File: config.mk
export PLATFORM = sky130hd
export DESIGN_NAME = contact_trace_statistics_core
export DESIGN_NICKNAME = d
export VERILOG_FILES = /design/src/hdl/cts_pkg.sv /design/src/hdl/cts_front.sv /design/src/hdl/cts_back.sv /design/src/hdl/contact_trace_statistics_core.sv
export SDC_FILE = /design/constraint.sdc
export NUM_CORES = 2
export LEC_CHECK = 0
export ABC_AREA = 1
export BUFFER_PORTS_ARGS = -buffer_cell sky130_fd_sc_hd__buf_4
export CORE_ASPECT_RATIO = 0.8
export CORE_MARGIN = 8
export CORE_UTILIZATION = 45
export DETAILED_ROUTE_END_ITERATION = 10
export PLACE_DENSITY = 0.69
export SYNTH_ARGS = -nofsm -noshare
export SYNTH_HDL_FRONTEND = slang
export SYNTH_SLANG_ARGS = --single-unit
File: constraint.sdc
create_clock -name i_clk -period 9.8 [get_ports i_clk]
set_input_delay 0.98 -clock i_clk [delete_from_list [all_inputs] [get_ports i_clk]]
set_output_delay 0.98 -clock i_clk [all_outputs]
set_load 0.02 [all_outputs]
File: src/hdl/cts_pkg.sv
`timescale 1ns / 1ps
`default_nettype none
package cts_pkg;
    localparam int COORD_BITS = 16;
    localparam int FORCE_BITS = 16;
    localparam int COUNT_BITS = 32;
    localparam int SUM_BITS = FORCE_BITS + COUNT_BITS;
    localparam int LEN_BITS = 32;
    localparam int DIFF_BITS = COORD_BITS + 1;
    localparam int SQ_BITS = 2 * DIFF_BITS + 1;
    localparam int ROOT_BITS = DIFF_BITS + 1;
    localparam int RATIO_BITS = 17;

    typedef struct packed {
        logic                         pen_down;
        logic signed [COORD_BITS-1:0] pos_x;
        logic signed [COORD_BITS-1:0] pos_y;
        logic [FORCE_BITS-1:0]        force_req;
        logic                         last;
    } t_in;

    typedef struct packed {
        logic [COUNT_BITS-1:0]        segment_count;
        logic [LEN_BITS-1:0]          drawn_length;
        logic [FORCE_BITS-1:0]        force_min;
        logic [FORCE_BITS-1:0]        force_max;
        logic [FORCE_BITS-1:0]        force_mean;
        logic                         force_valid;
        logic [RATIO_BITS-1:0]        duty_ratio;
        logic signed [COORD_BITS-1:0] box_min_x;
        logic signed [COORD_BITS-1:0] box_min_y;
        logic signed [COORD_BITS-1:0] box_max_x;
        logic signed [COORD_BITS-1:0] box_max_y;
        logic                         box_valid;
    } t_out;

    // Classified sample handed from the front part to the back part.
    typedef struct packed {
        logic                         touch;
        logic                         new_seg;
        logic                         add_len;
        logic [DIFF_BITS-1:0]         dx;
        logic [DIFF_BITS-1:0]         dy;
        logic signed [COORD_BITS-1:0] x;
        logic signed [COORD_BITS-1:0] y;
        logic [FORCE_BITS-1:0]        frc;
        logic                         last;
    } t_work;
endpackage
`default_nettype wire

File: src/hdl/cts_front.sv
`timescale 1ns / 1ps
`default_nettype none
module cts_front import cts_pkg::*; (
    input  wire logic  i_clk,
    input  wire logic  i_rst_n,
    input  wire logic  i_push,
    output logic       o_full,
    input  wire t_in   i_item,
    output logic       o_valid,
    output t_work      o_work,
    input  wire logic  i_ready
);
    logic                         r_prev_touch;
    logic signed [COORD_BITS-1:0] r_prev_x, r_prev_y;
    logic                         r_valid;
    t_work                        r_work;
    logic signed [DIFF_BITS-1:0]  w_dx, w_dy;

    assign o_full  = r_valid && !i_ready;
    assign o_valid = r_valid;
    assign o_work  = r_work;

    assign w_dx = DIFF_BITS'(i_item.pos_x) - DIFF_BITS'(r_prev_x);
    assign w_dy = DIFF_BITS'(i_item.pos_y) - DIFF_BITS'(r_prev_y);

    always_ff @(posedge i_clk) begin
        if (!i_rst_n) begin
            r_prev_touch <= 1'b0;
            r_prev_x     <= '0;
            r_prev_y     <= '0;
            r_valid      <= 1'b0;
        end else begin
            if (i_ready) r_valid <= 1'b0;
            if (i_push && !o_full) begin
                r_valid         <= 1'b1;
                r_work.touch    <= i_item.pen_down;
                r_work.new_seg  <= i_item.pen_down && !r_prev_touch;
                r_work.add_len  <= i_item.pen_down && r_prev_touch;
                r_work.dx       <= w_dx[DIFF_BITS-1] ? DIFF_BITS'(-w_dx) : DIFF_BITS'(w_dx);
                r_work.dy       <= w_dy[DIFF_BITS-1] ? DIFF_BITS'(-w_dy) : DIFF_BITS'(w_dy);
                r_work.x        <= i_item.pos_x;
                r_work.y        <= i_item.pos_y;
                r_work.frc      <= i_item.force_req;
                r_work.last     <= i_item.last;
                r_prev_touch    <= i_item.last ? 1'b0 : i_item.pen_down;
                r_prev_x        <= i_item.last ? '0 : i_item.pos_x;
                r_prev_y        <= i_item.last ? '0 : i_item.pos_y;
            end
        end
    end
endmodule
`default_nettype wire

File: src/hdl/cts_back.sv
`timescale 1ns / 1ps
`default_nettype none
module cts_back import cts_pkg::*; (
    input  wire logic  i_clk,
    input  wire logic  i_rst_n,
    input  wire logic  i_valid,
    input  wire t_work i_work,
    output logic       o_ready,
    output logic       o_empty,
    input  wire logic  i_pop,
    output t_out       o_res
);
    localparam logic [2:0] ST_IDLE = 3'd0;
    localparam logic [2:0] ST_SQ   = 3'd1;
    localparam logic [2:0] ST_ROOT = 3'd2;
    localparam logic [2:0] ST_MEAN = 3'd3;
    localparam logic [2:0] ST_DUTY = 3'd4;
    localparam logic [2:0] ST_OUT  = 3'd5;
    localparam int RB = $clog2(ROOT_BITS + 1);
    localparam int MB = $clog2(SUM_BITS + 1);
    localparam logic [COUNT_BITS-1:0] CMAX = '1;
    localparam logic [LEN_BITS-1:0] LMAX = '1;
    localparam logic [SUM_BITS-1:0] SMAX = '1;

    logic [2:0]                   r_st;
    t_work                        r_w;
    logic [COUNT_BITS-1:0]        r_seg, r_tc, r_st_tot;
    logic [LEN_BITS-1:0]          r_len;
    logic [FORCE_BITS-1:0]        r_flo, r_fhi;
    logic [SUM_BITS-1:0]          r_sum;
    logic signed [COORD_BITS-1:0] r_bxl, r_byl, r_bxh, r_byh;
    logic [SQ_BITS-1:0]           r_sq;
    logic [ROOT_BITS-1:0]         r_root;
    logic [RB-1:0]                r_bit;
    logic [MB-1:0]                r_cnt;
    logic [SUM_BITS-1:0]          r_q;
    logic [COUNT_BITS:0]          r_rem;
    logic                         r_full;
    t_out                         r_res;

    logic [ROOT_BITS-1:0]   w_try;
    logic [2*ROOT_BITS-1:0] w_tsq;
    logic [COUNT_BITS:0]    w_rsh;
    logic [COUNT_BITS:0]    w_dsh;
    logic [LEN_BITS:0]      w_lsum;
    logic [SUM_BITS:0]      w_fsum;
    logic [SUM_BITS-1:0]    w_fsat;
    logic [2*DIFF_BITS-1:0] w_dx2, w_dy2;

    assign o_ready = (r_st == ST_IDLE);
    assign o_empty = !r_full;
    assign o_res   = r_res;

    assign w_try  = r_root | (ROOT_BITS'(1) << r_bit);
    assign w_tsq  = w_try * w_try;
    assign w_rsh  = {r_rem[COUNT_BITS-1:0], r_q[SUM_BITS-1]};
    assign w_dsh  = {r_rem[COUNT_BITS-1:0], 1'b0};
    assign w_lsum = {1'b0, r_len} + (LEN_BITS+1)'(r_root);
    assign w_fsum = {1'b0, r_sum} + (SUM_BITS+1)'(r_w.frc);
    assign w_fsat = w_fsum[SUM_BITS] ? SMAX : w_fsum[SUM_BITS-1:0];
    assign w_dx2  = (2*DIFF_BITS)'(r_w.dx) * (2*DIFF_BITS)'(r_w.dx);
    assign w_dy2  = (2*DIFF_BITS)'(r_w.dy) * (2*DIFF_BITS)'(r_w.dy);

    always_ff @(posedge i_clk) begin
        if (!i_rst_n) begin
            r_st     <= ST_IDLE;
            r_full   <= 1'b0;
            r_seg    <= '0;
            r_tc     <= '0;
            r_st_tot <= '0;
            r_len    <= '0;
            r_sum    <= '0;
            r_flo    <= '0;
            r_fhi    <= '0;
            r_bxl    <= '0;
            r_byl    <= '0;
            r_bxh    <= '0;
            r_byh    <= '0;
        end else begin
            if (i_pop && r_full) r_full <= 1'b0;
            case (r_st)
                ST_IDLE: begin
                    if (i_valid) begin
                        r_w      <= i_work;
                        r_st_tot <= (r_st_tot == CMAX) ? CMAX : r_st_tot + 1'b1;
                        if (i_work.touch) begin
                            if (i_work.new_seg)
                                r_seg <= (r_seg == CMAX) ? CMAX : r_seg + 1'b1;
                            if (r_tc == '0) begin
                                r_flo <= i_work.frc;
                                r_fhi <= i_work.frc;
                                r_bxl <= i_work.x;
                                r_bxh <= i_work.x;
                                r_byl <= i_work.y;
                                r_byh <= i_work.y;
                            end else begin
                                if (i_work.frc < r_flo) r_flo <= i_work.frc;
                                if (i_work.frc > r_fhi) r_fhi <= i_work.frc;
                                if (i_work.x < r_bxl) r_bxl <= i_work.x;
                                if (i_work.x > r_bxh) r_bxh <= i_work.x;
                                if (i_work.y < r_byl) r_byl <= i_work.y;
                                if (i_work.y > r_byh) r_byh <= i_work.y;
                            end
                            r_tc <= (r_tc == CMAX) ? CMAX : r_tc + 1'b1;
                        end
                        r_st <= ST_SQ;
                    end
                end
                ST_SQ: begin
                    if (r_w.touch)
                        r_sum <= w_fsat;
                    r_sq   <= SQ_BITS'(w_dx2) + SQ_BITS'(w_dy2);
                    r_root <= '0;
                    r_bit  <= RB'(ROOT_BITS - 1);
                    r_st   <= r_w.add_len ? ST_ROOT : (r_w.last ? ST_MEAN : ST_IDLE);
                    r_q    <= r_w.touch ? w_fsat : r_sum;
                    r_rem  <= '0;
                    r_cnt  <= '0;
                end
                ST_ROOT: begin
                    // One result bit per cycle, most significant first.
                    if ((2*ROOT_BITS)'(r_sq) >= w_tsq) r_root <= w_try;
                    if (r_bit == '0) begin
                        r_st <= ST_OUT;
                    end else begin
                        r_bit <= r_bit - 1'b1;
                    end
                end
                ST_OUT: begin
                    r_len <= w_lsum[LEN_BITS] ? LMAX : w_lsum[LEN_BITS-1:0];
                    r_q   <= r_sum;
                    r_st  <= r_w.last ? ST_MEAN : ST_IDLE;
                end
                ST_MEAN: begin
                    // Restoring division of the force sum by the touch count.
                    if (r_full) begin
                        r_st <= ST_MEAN;
                    end else if (r_cnt == MB'(SUM_BITS)) begin
                        r_res.force_mean <= (r_tc == '0) ? '0 :
                            ((|r_q[SUM_BITS-1:FORCE_BITS]) ? '1 : r_q[FORCE_BITS-1:0]);
                        r_q   <= '0;
                        r_rem <= {1'b0, r_tc};
                        r_cnt <= '0;
                        r_st  <= ST_DUTY;
                    end else begin
                        if (w_rsh >= {1'b0, r_tc}) begin
                            r_rem <= w_rsh - {1'b0, r_tc};
                            r_q   <= {r_q[SUM_BITS-2:0], 1'b1};
                        end else begin
                            r_rem <= w_rsh;
                            r_q   <= {r_q[SUM_BITS-2:0], 1'b0};
                        end
                        r_cnt <= r_cnt + 1'b1;
                    end
                end
                ST_DUTY: begin
                    if (r_cnt == MB'(RATIO_BITS)) begin
                        r_res.segment_count <= r_seg;
                        r_res.drawn_length  <= r_len;
                        r_res.force_valid   <= r_tc != '0;
                        r_res.box_valid     <= r_tc != '0;
                        r_res.force_min     <= (r_tc != '0) ? r_flo : '0;
                        r_res.force_max     <= (r_tc != '0) ? r_fhi : '0;
                        r_res.box_min_x     <= (r_tc != '0) ? r_bxl : '0;
                        r_res.box_min_y     <= (r_tc != '0) ? r_byl : '0;
                        r_res.box_max_x     <= (r_tc != '0) ? r_bxh : '0;
                        r_res.box_max_y     <= (r_tc != '0) ? r_byh : '0;
                        r_res.duty_ratio    <= r_q[RATIO_BITS-1:0];
                        r_full   <= 1'b1;
                        r_seg    <= '0;
                        r_tc     <= '0;
                        r_st_tot <= '0;
                        r_len    <= '0;
                        r_sum    <= '0;
                        r_flo    <= '0;
                        r_fhi    <= '0;
                        r_bxl    <= '0;
                        r_byl    <= '0;
                        r_bxh    <= '0;
                        r_byh    <= '0;
                        r_st     <= ST_IDLE;
                    end else begin
                        if (r_cnt == '0) begin
                            if (r_rem >= {1'b0, r_st_tot}) begin
                                r_rem <= r_rem - {1'b0, r_st_tot};
                                r_q   <= SUM_BITS'(1);
                            end
                        end else if (w_dsh >= {1'b0, r_st_tot}) begin
                            r_rem <= w_dsh - {1'b0, r_st_tot};
                            r_q   <= {r_q[SUM_BITS-2:0], 1'b1};
                        end else begin
                            r_rem <= w_dsh;
                            r_q   <= {r_q[SUM_BITS-2:0], 1'b0};
                        end
                        r_cnt <= r_cnt + 1'b1;
                    end
                end
                default: r_st <= ST_IDLE;
            endcase
        end
    end
endmodule
`default_nettype wire

File: src/hdl/contact_trace_statistics_core.sv
`timescale 1ns / 1ps
`default_nettype none
// Pen trace statistics. A front stage registers each sample, takes the
// absolute coordinate steps and classifies it; the back part updates the
// running statistics and takes a new sample only once done with the last.
// A step length, when needed, comes from a bit-serial square root, one bit
// a cycle. The last sample of a trace runs the mean divider, then the
// duty-ratio divider, queues one result and clears all statistics. The
// mean divider does not start while an earlier result is still unread.
module contact_trace_statistics_core import cts_pkg::*; (
    input  wire logic i_clk,
    input  wire logic i_rst_n,
    input  wire logic i_push,
    output logic      o_full,
    input  wire t_in  i_item,
    output logic      o_empty,
    input  wire logic i_pop,
    output t_out      o_res
);
    logic  w_valid, w_ready;
    t_work w_work;

    cts_front u_front (
        .i_clk, .i_rst_n, .i_push, .o_full, .i_item,
        .o_valid(w_valid), .o_work(w_work), .i_ready(w_ready)
    );

    cts_back u_back (
        .i_clk, .i_rst_n, .i_valid(w_valid), .i_work(w_work),
        .o_ready(w_ready), .o_empty, .i_pop, .o_res
    );
endmodule
`default_nettype wire

==> results.cfg <==
[timing]
worst_slack_ns = 0.833
finalSetupTns_ns = 0
setup_viol = 0
rsz0062_at_grt = false
slew_headroom_pct = 11.5
max_slew.worst_pin.slew_ns = 1.32
period_needed_ns = 8.97
hold_violations = 0
fmax_ghz = 0.112
slew_violations = 0
finalCritPeriodShare_pct = 91.5
clock_skew_ns = 0.0554

[critical_path]
cp-start-kind = register
cp.required_ns = 10.13
arrival_ns = 9.30
worst_r2r_path_depth = 40
cp_slowest_cell = fa_1
endpoint_kind = register
worstPathMaxFanout = 18
crit_top_cell = nand2_1
cp_slowest_stage_delay_ns = 0.60
path_class = reg2reg

[drt]
drt-vias-per-instance = 5.38
routed_wl_um = 221000
dr.pass1.iters = 8
post_drt_wl_per_cell_um = 18.7
vias = 63400
drtIter0Drc = 5904
post-route-drc-count = 0
antenna_left = 0

[cts]
clkLatencyLatePin_ns = 0.71
ctsResizeCount = 0
cts_tree = yes
hold_buffers = 0
htreeDepth = 3
cts_max_path_buffers = 3
cts_root_buf = clkbuf_16
cts_buffers = 80
clk_pin_slew_ns = 0.07
cts.sink_count = 788
post_cts_buffers = 0

[synth]
ys.warnings.count = 0
syn_nets = 10800
seq_area_frac_synth_pct = 27.6
synth-seq-cells = 788
synth_cells = 9450
synth_edf_count = 478
syn_avg_cell_area_um2 = 7.88
async_flop_share_pct = 0
ys.flop_type = edfxtp_1
yosys.cell_types.count = 62
synthesis.area_mm2 = 0.0744

[cells_and_area]
multi_input_area_mm2 = 0.0456
fillCellCount = 15800
drive_above_1_share_pct = 5.41
final_cell_mix = nand2_1, inv_1, nor2_1
layout_commonest_cell = nand2_1
nets = 10900
final_util_pct = 49.4
stdcell_area_mm2 = 0.0812
regArea_mm2 = 0.0206
syn2layout_area_growth_pct = 9.09

[floorplanning]
core_area_mm2 = 0.164
die_w_um = 471
dieArea_mm2 = 0.179
rows = 133
floorplan.initialDensity_pct = 45.3
ios = 251
die_h_um = 380

[place]
gp_congestion = 1.00
placed_area_mm2 = 0.0784
dpl.hpwl_um = 175000
detailedPlace.worstSlack_ns = 0.857
port-buffer-count = 250

[grt]
grt_pass1_vias = 62200
antenna_found_initial = 8
grt_pass1_wl_um = 350000
grt_max_degree = 104
grt_overflow = 0
grt.total_usage_pct = 24.2

[run]
maxCapViolations = 0

[hold_path]
hold_depth = 0
hp-class = reg2reg

[outcome]
status = completed
[Yosys cell counts, types with 94 or more instances]
library cell,n,share of area (%)
clkbuf_1,209,1.1
ha_1,608,10
edfxtp_1,478,19
dfxtp_1,310,8.3
inv_1,1877,9.5
fa_1,676,18
nand2_1,2035,10
nor2_1,789,4.0
a21oi_1,548,3.7
xnor2_1,94,1.1
nand4_1,152,1.3
xor2_1,147,1.7
nand3_1,572,3.8
nor3_1,118,0.79
o21ai_0,334,2.2
[worst max-delay path: cells and delay by family, from the launching register on]
| family | cells | cell delay (ns) |
|---|---|---|
| buf+inv | 10 | 1.59 |
| xor+xnor | 1 | 0.15 |
| compound gates | 4 | 0.93 |
| flops | 1 | 0.39 |
| simple gates | 16 | 1.50 |
| fa+ha+maj | 9 | 4.08 |
[metal layers]
metal / track usage (%) / wire length [um] / vias up
li1: - / - / 30200
met1: 36.5 / 103000 / 30400
met4: 5.50 / 5210 / 4
met5: 0 / 27 / -
met3: 3.95 / 19100 / 315
met2: 36.5 / 94000 / 2488
[final cells by class]
cell class / count / share of cell area, %
Inverter: 1905 / 8.81
Clock buffer: 101 / 2.66
Antenna cell: 1 / 0.00308
Multi-Input combinational cell: 6470 / 56.2
Timing Repair Buffer: 308 / 2.85
Sequential cell: 788 / 25.3
Tap cell: 2160 / 3.33
Clock inverter: 47 / 0.801
[state kept, by name (all words and copies together) (netlist names), 3 cells and up]
register          cells
u_back.o_res        194
u_back.r_bit          5
u_back.r_bxh         16
u_back.r_bxl         16
u_back.r_byh         16
u_back.r_byl         16
u_back.r_cnt          6
u_back.r_fhi         16
u_back.r_flo         16
u_back.r_len         32
u_back.r_q           48
u_back.r_rem         33
u_back.r_root        18
u_back.r_seg         32
u_back.r_sq          35
u_back.r_st           3
u_back.r_st_tot      32
u_back.r_sum         48
u_back.r_tc          32
u_back.r_w           53
u_front.o_work       86
u_front.r_prev_x     16
u_front.r_prev_y     16
[logic make-up (layout without fill, tap and decap cells)]
kind of cell	count (synthesis)	after routing	share of synthesized area [%]
compound gates	1149	1149	8.55
xor+xnor	241	241	2.84
fa+ha+maj	1284	1284	28.4
buf+inv	2192	2361	11.2
flops	788	788	27.6
other cells	0	1	0
simple gates	3796	3796	21.4
[metrics by stage]
| step | instances | hold WS, ns |
|---|---|---|
| 2_1_floorplan | 9450 | 0.400 |
| 3_3_place_gp | 11600 | 0.402 |
| 3_5_place_dp | 11600 | 0.405 |
| 4_1_cts | 11800 | 0.406 |
| 5_1_grt | 11800 | 0.422 |
| 6_report | 11800 | 0.413 |
[path summary, 6_finish.rpt]
kind	startpoint	endpoint	slack [ns]
worst max-delay path	u_back.r_bit[0]	u_back.r_root[6]	0.83
worst max register to register	u_back.r_bit[0]	u_back.r_root[6]	0.83
worst min-delay path	u_front.o_work[70]	u_back.r_w[70]	0.41
worst min register to register	u_front.o_work[70]	u_back.r_w[70]	0.41
Power is left out: the tool's default activity adds up to more than one toggle a clock period on the data nets, which glitch-free logic cannot reach.
